[src/rtl/gtg_pkg.sv]
// Shared types, constants and helper functions for the grid tile geometry core.
// Used by gtg_div and grid_tile_geometry_core; depends on nothing else.
package gtg_pkg;

    // Largest tile count that forms a grid; larger counts give a cleared result.
    localparam int MaxTiles = 64;
    // Largest row or column count that a grid of MaxTiles tiles can reach.
    localparam int GridMax = 8;

    // Configuration register indexes.
    localparam logic [1:0] RegAreaLeft   = 2'd0;
    localparam logic [1:0] RegAreaTop    = 2'd1;
    localparam logic [1:0] RegAreaWidth  = 2'd2;
    localparam logic [1:0] RegAreaHeight = 2'd3;

    // Grid shape for one tile count.
    typedef struct packed {
        logic [3:0] rows;
        logic [3:0] cols;
    } grid_t;

    // Per-item control that travels beside the divider stages.
    typedef struct packed {
        logic       idx_ok;
        logic [2:0] row;
        logic [2:0] col;
        logic       last_row;
        logic       last_col;
        logic [3:0] rows;
        logic [3:0] cols;
    } side_t;

    // Rows are the smallest r with r*r >= n, columns the smallest c with
    // c*rows >= n; a count of two lays out side by side.
    function automatic grid_t grid_shape(input logic [6:0] n);
        grid_t g;
        g.rows = '0;
        g.cols = '0;
        if (n == 7'd0 || int'(n) > MaxTiles) begin
            g.rows = '0;
            g.cols = '0;
        end
        else if (n == 7'd2) begin
            g.rows = 4'd1;
            g.cols = 4'd2;
        end
        else begin
            for (int r = GridMax; r >= 1; r--) begin
                if (r * r >= int'(n)) begin
                    g.rows = 4'(r);
                end
            end
            for (int c = GridMax; c >= 1; c--) begin
                if (c * int'(g.rows) >= int'(n)) begin
                    g.cols = 4'(c);
                end
            end
        end
        return g;
    endfunction

    // floor(2^16 / d) for the small divisors of the grid.
    function automatic logic [16:0] recip(input logic [3:0] d);
        logic [16:0] m;
        case (d)
            4'd1:    m = 17'd65536;
            4'd2:    m = 17'd32768;
            4'd3:    m = 17'd21845;
            4'd4:    m = 17'd16384;
            4'd5:    m = 17'd13107;
            4'd6:    m = 17'd10922;
            4'd7:    m = 17'd9362;
            4'd8:    m = 17'd8192;
            default: m = 17'd0;
        endcase
        return m;
    endfunction

endpackage

[src/rtl/gtg_div.sv]
// Two-stage ceiling divider of a pixel span by a small count (1 to 8).
// Uses a reciprocal multiply and one correction step; depends on gtg_pkg.
module gtg_div (
    input  logic        clk,
    input  logic        en_a,
    input  logic        en_b,
    input  logic [14:0] num,
    input  logic [3:0]  den,
    output logic [14:0] quo
);

    logic [15:0] a_reg;
    logic [15:0] a_next;
    logic [3:0]  d_reg;
    logic [32:0] prod_reg;
    logic [32:0] prod_next;
    logic [14:0] q_reg;
    logic [14:0] q_next;
    logic [16:0] q_est;
    logic [20:0] qd;
    logic [20:0] rem;

    // First stage: bias the span for a ceiling and multiply by the reciprocal.
    always_comb
    begin
        a_next    = 16'({1'b0, num}) + 16'(den) - 16'd1;
        prod_next = 33'(a_next) * 33'(gtg_pkg::recip(den));
    end

    always_ff @(posedge clk)
    begin
        if (en_a)
        begin
            a_reg    <= a_next;
            d_reg    <= den;
            prod_reg <= prod_next;
        end
    end

    // Second stage: the estimate is exact or one low; the remainder fixes it.
    always_comb
    begin
        q_est  = prod_reg[32:16];
        qd     = 21'(q_est) * 21'(d_reg);
        rem    = 21'(a_reg) - qd;
        q_next = (rem >= 21'(d_reg)) ? 15'(q_est + 17'd1) : 15'(q_est);
    end

    always_ff @(posedge clk)
    begin
        if (en_b)
        begin
            q_reg <= q_next;
        end
    end

    assign quo = q_reg;

endmodule

[src/rtl/grid_tile_geometry_core.sv]
// Grid tile geometry core: pixel rectangle of one tile in a column-major grid.
// An accepted item passes stage registers 1 to 6 in order; m_tvalid is the stage 6 valid bit.
// One item per cycle unless m_tready stalls; six-stage pipeline with a two-stage divider.
// Reset clears all stage valid bits and loads the default 1920x1080 area at 0,0.
// Depends on gtg_pkg and gtg_div.
module grid_tile_geometry_core (
    input  logic        clk,
    input  logic        rst_n,
    input  logic        s_tvalid,
    output logic        s_tready,
    input  logic [15:0] s_tdata,   // [6:0] tile_count, [12:7] tile_index, rest zero
    output logic        m_tvalid,
    input  logic        m_tready,
    output logic [71:0] m_tdata,   // [16:0] tile_left, [33:17] tile_top,
                                   // [48:34] tile_width, [63:49] tile_height,
                                   // [67:64] grid_rows, [71:68] grid_cols
    output logic [0:0]  m_tuser,   // [0] index_valid
    input  logic        cfg_valid,
    output logic        cfg_ready,
    input  logic [1:0]  cfg_index,
    input  logic [15:0] cfg_data
);

    // Configuration registers.
    logic signed [15:0] area_left_reg;
    logic signed [15:0] area_top_reg;
    logic [14:0]        area_width_reg;
    logic [14:0]        area_height_reg;

    // Stage valid bits and advance enables.
    logic v1_reg, v2_reg, v3_reg, v4_reg, v5_reg, v6_reg;
    logic en1, en2, en3, en4, en5, en6;

    // Stage 1: captured input.
    logic [6:0] n1_reg;
    logic [5:0] k1_reg;

    // Stage 2: grid shape.
    gtg_pkg::grid_t grid2_next;
    gtg_pkg::grid_t grid2_reg;
    logic [6:0]     n2_reg;
    logic [5:0]     k2_reg;
    logic           ok2_reg;
    logic           ok2_next;

    // Stage 3: tile position within the grid.
    gtg_pkg::side_t side3_next;
    gtg_pkg::side_t side3_reg;
    logic [3:0]     lrows3_next;
    logic [3:0]     lrows3_reg;
    logic [6:0]     full3;

    // Stages 4 and 5: sideband beside the dividers.
    gtg_pkg::side_t side4_reg;
    gtg_pkg::side_t side5_reg;
    logic [14:0]    step_x;
    logic [14:0]    step_y;

    // Stage 6: output register.
    logic signed [16:0] left6_next, left6_reg;
    logic signed [16:0] top6_next, top6_reg;
    logic [14:0]        width6_next, width6_reg;
    logic [14:0]        height6_next, height6_reg;
    logic [3:0]         rows6_reg;
    logic [3:0]         cols6_reg;
    logic               ok6_reg;

    logic [17:0]        prod_x;
    logic [17:0]        prod_y;
    logic signed [19:0] pos_x;
    logic signed [19:0] pos_y;
    logic signed [19:0] rest_x;
    logic signed [19:0] rest_y;
    logic signed [19:0] size_x;
    logic signed [19:0] size_y;

    // Configuration writes are always accepted.
    assign cfg_ready = 1'b1;

    always_ff @(posedge clk or negedge rst_n)
    begin
        if (!rst_n)
        begin
            area_left_reg   <= 16'sd0;
            area_top_reg    <= 16'sd0;
            area_width_reg  <= 15'd1920;
            area_height_reg <= 15'd1080;
        end
        else if (cfg_valid)
        begin
            unique case (cfg_index)
                gtg_pkg::RegAreaLeft:   area_left_reg   <= $signed(cfg_data);
                gtg_pkg::RegAreaTop:    area_top_reg    <= $signed(cfg_data);
                gtg_pkg::RegAreaWidth:  area_width_reg  <= cfg_data[14:0];
                gtg_pkg::RegAreaHeight: area_height_reg <= cfg_data[14:0];
                default: ;
            endcase
        end
    end

    // Each stage advances when it is empty or the next one advances.
    assign en6      = !v6_reg || m_tready;
    assign en5      = !v5_reg || en6;
    assign en4      = !v4_reg || en5;
    assign en3      = !v3_reg || en4;
    assign en2      = !v2_reg || en3;
    assign en1      = !v1_reg || en2;
    assign s_tready = en1;

    always_ff @(posedge clk or negedge rst_n)
    begin
        if (!rst_n)
        begin
            v1_reg <= 1'b0;
            v2_reg <= 1'b0;
            v3_reg <= 1'b0;
            v4_reg <= 1'b0;
            v5_reg <= 1'b0;
            v6_reg <= 1'b0;
        end
        else
        begin
            if (en1) v1_reg <= s_tvalid;
            if (en2) v2_reg <= v1_reg;
            if (en3) v3_reg <= v2_reg;
            if (en4) v4_reg <= v3_reg;
            if (en5) v5_reg <= v4_reg;
            if (en6) v6_reg <= v5_reg;
        end
    end

    // Stage 1: capture the item.
    always_ff @(posedge clk)
    begin
        if (en1)
        begin
            n1_reg <= s_tdata[6:0];
            k1_reg <= s_tdata[12:7];
        end
    end

    // Stage 2: grid shape from the count and the index check.
    always_comb
    begin
        grid2_next = gtg_pkg::grid_shape(n1_reg);
        ok2_next   = (grid2_next.rows != 4'd0) && (7'(k1_reg) < n1_reg);
    end

    always_ff @(posedge clk)
    begin
        if (en2)
        begin
            grid2_reg <= grid2_next;
            n2_reg    <= n1_reg;
            k2_reg    <= k1_reg;
            ok2_reg   <= ok2_next;
        end
    end

    // Stage 3: column and row of the tile, and rows in its column.
    always_comb
    begin
        side3_next.col = 3'd0;
        for (int c = 1; c < gtg_pkg::GridMax; c++)
        begin
            if (c * int'(grid2_reg.rows) <= int'(k2_reg))
            begin
                side3_next.col = 3'(c);
            end
        end
        side3_next.row = 3'(7'(k2_reg) - 7'(side3_next.col) * 7'(grid2_reg.rows));
        full3 = 7'(grid2_reg.rows) * 7'(grid2_reg.cols) - 7'(grid2_reg.rows);
        lrows3_next = (7'(k2_reg) >= full3) ? 4'(n2_reg - full3) : grid2_reg.rows;
        side3_next.idx_ok   = ok2_reg;
        side3_next.last_row = (4'(side3_next.row) == lrows3_next - 4'd1);
        side3_next.last_col = (4'(side3_next.col) == grid2_reg.cols - 4'd1);
        side3_next.rows     = grid2_reg.rows;
        side3_next.cols     = grid2_reg.cols;
    end

    always_ff @(posedge clk)
    begin
        if (en3)
        begin
            side3_reg  <= side3_next;
            lrows3_reg <= lrows3_next;
        end
    end

    // Stages 4 and 5: tile step along each axis.
    gtg_div u_div_x (
        .clk  (clk),
        .en_a (en4),
        .en_b (en5),
        .num  (area_width_reg),
        .den  (side3_reg.cols),
        .quo  (step_x)
    );

    gtg_div u_div_y (
        .clk  (clk),
        .en_a (en4),
        .en_b (en5),
        .num  (area_height_reg),
        .den  (lrows3_reg),
        .quo  (step_y)
    );

    always_ff @(posedge clk)
    begin
        if (en4) side4_reg <= side3_reg;
        if (en5) side5_reg <= side4_reg;
    end

    // Stage 6: edges and sizes, clamped; the last row and column take the rest.
    always_comb
    begin
        prod_x = 18'(step_x) * 18'(side5_reg.col);
        prod_y = 18'(step_y) * 18'(side5_reg.row);
        pos_x  = 20'(area_left_reg) + $signed({2'b00, prod_x});
        pos_y  = 20'(area_top_reg) + $signed({2'b00, prod_y});
        rest_x = $signed({5'd0, area_width_reg}) - $signed({2'b00, prod_x});
        rest_y = $signed({5'd0, area_height_reg}) - $signed({2'b00, prod_y});
        size_x = side5_reg.last_col ? rest_x : $signed({5'd0, step_x});
        size_y = side5_reg.last_row ? rest_y : $signed({5'd0, step_y});

        if (pos_x < -20'sd32768)     left6_next = -17'sd32768;
        else if (pos_x > 20'sd49151) left6_next = 17'sd49151;
        else                         left6_next = pos_x[16:0];

        if (pos_y < -20'sd32768)     top6_next = -17'sd32768;
        else if (pos_y > 20'sd49151) top6_next = 17'sd49151;
        else                         top6_next = pos_y[16:0];

        if (size_x < 20'sd0)         width6_next = 15'd0;
        else if (size_x > 20'sd16384) width6_next = 15'd16384;
        else                         width6_next = size_x[14:0];

        if (size_y < 20'sd0)         height6_next = 15'd0;
        else if (size_y > 20'sd16384) height6_next = 15'd16384;
        else                         height6_next = size_y[14:0];

        // An index outside the grid gives cleared geometry.
        if (!side5_reg.idx_ok)
        begin
            left6_next   = '0;
            top6_next    = '0;
            width6_next  = '0;
            height6_next = '0;
        end
    end

    always_ff @(posedge clk)
    begin
        if (en6)
        begin
            left6_reg   <= left6_next;
            top6_reg    <= top6_next;
            width6_reg  <= width6_next;
            height6_reg <= height6_next;
            rows6_reg   <= side5_reg.rows;
            cols6_reg   <= side5_reg.cols;
            ok6_reg     <= side5_reg.idx_ok;
        end
    end

    assign m_tvalid = v6_reg;
    assign m_tdata  = {cols6_reg, rows6_reg, height6_reg, width6_reg,
                       top6_reg, left6_reg};
    assign m_tuser  = ok6_reg;

endmodule

[config.mk]
export PLATFORM = sky130hd
export DESIGN_NAME = grid_tile_geometry_core
export DESIGN_NICKNAME = d
export VERILOG_FILES = /design/src/rtl/gtg_pkg.sv /design/src/rtl/gtg_div.sv /design/src/rtl/grid_tile_geometry_core.sv
export SDC_FILE = /design/constraint.sdc
export NUM_CORES = 2
export LEC_CHECK = 0
export ABC_AREA = 0
export BUFFER_PORTS_ARGS = -buffer_cell sky130_fd_sc_hd__buf_2
export CAP_MARGIN = 20
export CORE_MARGIN = 2
export CORE_UTILIZATION = 47
export CTS_CLUSTER_SIZE = 40
export DETAILED_ROUTE_END_ITERATION = 16
export HOLD_SLACK_MARGIN = 0.12
export PLACE_DENSITY = 0.65
export SLEW_MARGIN = 15
export SYNTH_ARGS = -nofsm -noshare
export SYNTH_HDL_FRONTEND = slang
export SYNTH_SLANG_ARGS = --single-unit
[constraint.sdc]
create_clock -name clk -period 9.77 [get_ports clk]
set_input_delay 1.954 -clock clk [delete_from_list [all_inputs] [get_ports clk]]
set_output_delay 1.954 -clock clk [all_outputs]
set_load 0.01 [all_outputs]
==> out/qor.txt <==
Port Buffers: 110
GRT overflow: 0
Synthesized area per cell: 9.658 um2
Core Box Area: 95,150 um2
Clock-pin slew on the worst setup and hold paths: 60 ps
Setup-failing EPs final: 0
Synth Area in XOR/XNOR: 0.03969
Final max-slew violation count: 0
Critical path type: reg -> reg
Layout cells sized above 1: 0.07508
Share of the synthesized area in the top cell type: 0.2468
Wire per inst: 18.16 um
Least-Margin Pin Slew: 1102 ps
Seq cells post-synth: 352
Critical Path AT: 9630 ps
Post-route DRC: 0
Post-synth EDFFs: 260
Setup crit end kind: register
Reg-to-Reg End: u_div_y.prod_reg[32]$_DFFE_PP_
Unrepaired setup endpoints after global routing: no
Fraction of registers with async set or reset after synthesis: 0.1932
Synthesis-to-finish area growth: 7.929%
CP max stage cell: fa_1
Max_cap viols: 0
Worst r2r path cells: 33
I/O Pins: 115
CTS tree: done
Row Count: 113
GRT Util Overall: 0.2285
H-tree depth: 2
CP max stage delay: 570 ps
Top-count cell post-synth: inv_1
# clock sinks: 352
R2R Setup Slk: 490 ps
Chip width: 314.0 um
Leading area contributor after synthesis: fa_1
Via/cell ratio: 5.441
Compound-gate portion of the synthesized area: 0.09862
Synth Instances: 4,678
Adder-Cell Fraction of Synth Area: 0.3978
Later-pin clock latency in the skew report: 620 ps
Rel. slew slack: 0.2599
Syn Nets: 5,819
HP Class: reg -> reg
Worst-path maximum fanout: 6
Mux contribution to synthesized area: 0.02163
Seq/Total Area, Yosys: 0.2213
Nets@finish: 5,901
DR pass1 iterations: 6
Crit-path most repeated cell: fa_1
Area contributors post-synth: fa_1 25%, edfxtp_1 17%, ha_1 15%
Die Area: 98,620 um2
Initial antenna violation count: 1
Setup crit start: lrows3_reg[2]$_DFFE_PN_
Initial Util: 0.4748
Routed wire length: 110.1 mm
Pin count of the biggest net entering global routing: 89
Clock Skews: 19.50 ps
Setup crit end: u_div_y.prod_reg[32]$_DFFE_PP_
Vias in the first global route: 33,215
Cts bufs inserted: 43
Vias: 32,979
Syn Std Cell Area: 45,180 um2
Synth Area in Simple Gates: 0.1430
Die Span Y: 314.0 um
WP data required: 10,120 ps
Clock buffer depth: 3
Synth cell types: 90
Routed Antenna Nets: 0
Fmax: 107.8 MHz
CTS Hold Buffers Added: 0
Post-DP HPWL: 89.44 mm
CP startpoint kind: register
Setup tns final: 0 ps
First-pass GRT wire length: 179.4 mm
Hold Vio Cnt, Final: 0
Status: finished, final reports clean
Final min period: 9280 ps
Tcrit/Tclk final: 0.9499
Largest family of logic cells by synthesized area: adder cells
FF-to-FF Start: lrows3_reg[2]$_DFFE_PN_
Main synth FF type: edfxtp_1
DRT iter0 DRCs: 2,010
GPL Wtd Cong: 0.9431
Syn. warnings: 0
Root buffer cell: clkbuf_16
Most frequent cells after synthesis: 805 x inv_1, 557 x fa_1, 550 x nand2_1
==> worst max-delay path: cells and delay by family, from the launching register on <==
kind | cells | cell delay, ps
DFF | 1 | 420
adders and majority gates | 9 | 3950
AOI/OAI and AO/OA | 16 | 3320
and+or+nand+nor | 2 | 560
xor gates and xnor gates | 2 | 470
buffers and inverters | 4 | 300
==> placed cells by master (no fill, tap or decap), drive strengths merged, types with 20 or more instances in the layout <==
master / netlist / final
nand2b: 42 / 42
nor2b: 55 / 55
o211ai: 23 / 23
o21a: 71 / 71
a211oi: 26 / 26
or3: 24 / 24
nor3: 67 / 67
nor2: 173 / 173
nand4: 29 / 29
nand2: 550 / 550
fa: 557 / 557
dfrtp: 60 / 60
ha: 545 / 545
xnor2: 147 / 147
a21o: 86 / 86
mux2i: 20 / 20
inv: 806 / 810
a31oi: 28 / 28
buf: 6 / 162
a21oi: 186 / 186
clkbuf: 119 / 54
dfxtp: 24 / 24
xor2: 55 / 55
mux2: 69 / 69
and3: 44 / 44
o21ai: 106 / 106
nand3: 62 / 62
and2: 200 / 200
edfxtp: 260 / 260
==> repair_timing <==
item | 4_1_cts | 5_1_grt
hold endpoints to repair | 0 | 0
buffers inserted | 0 | 4
endpoints found under the setup margin | 1 | 7
pin swaps | 0 | 2
resized for setup | 2 | 17
==> worst min-delay path by stage <==
stage	start	endpoint	slack (ps)	depth (start not counted)
finish	side3_reg[15]$_DFFE_PN_	side4_reg[15]$_DFFE_PP_	410	0
global route	side4_reg[6]$_DFFE_PP_	side5_reg[6]$_DFFE_PP_	420	0
CTS	side3_reg[15]$_DFFE_PN_	side4_reg[15]$_DFFE_PP_	400	0
detailed placement	side4_reg[5]$_DFFE_PP_	side5_reg[5]$_DFFE_PP_	400	0
global placement	side5_reg[5]$_DFFE_PP_	rows6_reg[1]$_DFFE_PP_	400	0
floorplan	side5_reg[0]$_DFFE_PP_	cols6_reg[0]$_DFFE_PP_	400	0
==> logic make-up after synthesis <==
kind of cell,count (synthesis)
and+or+nand+nor,1329
adders and majority gates,1102
buffers and inverters,933
AOI/OAI and AO/OA,669
DFF,352
xor gates and xnor gates,203
muxes,89
other,1
==> final cells by class <==
type	count	area (um2)
Clock inverter	26	279.0
Inverter	808	3034
Fill cell	8687	46390
Multi-Input combinational cell	3393	31760
Clock buffer	54	1137
Antenna cell	1	2.502
Timing Repair Buffer	162	963.4
Sequential cell	352	10000
Tap cell	1265	1583
==> routing by layer <==
| layer | vias to the layer above | track usage | wire length [um] |
|---|---|---|---|
| met2 | 963 | 0.3594 | 49580 |
| li1 | 15612 | - | - |
| met1 | 16263 | 0.3270 | 50500 |
| met4 | 0 | 0.06862 | 3078 |
| met5 | - | 0 | 0 |
| met3 | 141 | 0.03347 | 6925 |
==> metrics by stage <==
stage                     std cells  hold slack, ps  utilization  cell area [um2]  worst slack [ps]
after global routing           6060           418.6       0.5124            48760             19.02
after floorplan                4678           400.3            -            45180             693.8
final                          6061           411.0       0.5124            48760             489.8
after CTS                      6055           404.3       0.5110            48630             39.38
after detailed placement       5975           404.5       0.4960            47200            -69.55
after global placement         5974           400.9       0.4960            47190             68.08
Power is left out: the tool's default activity adds up to more than one toggle a clock period on the data nets, which glitch-free logic cannot reach.
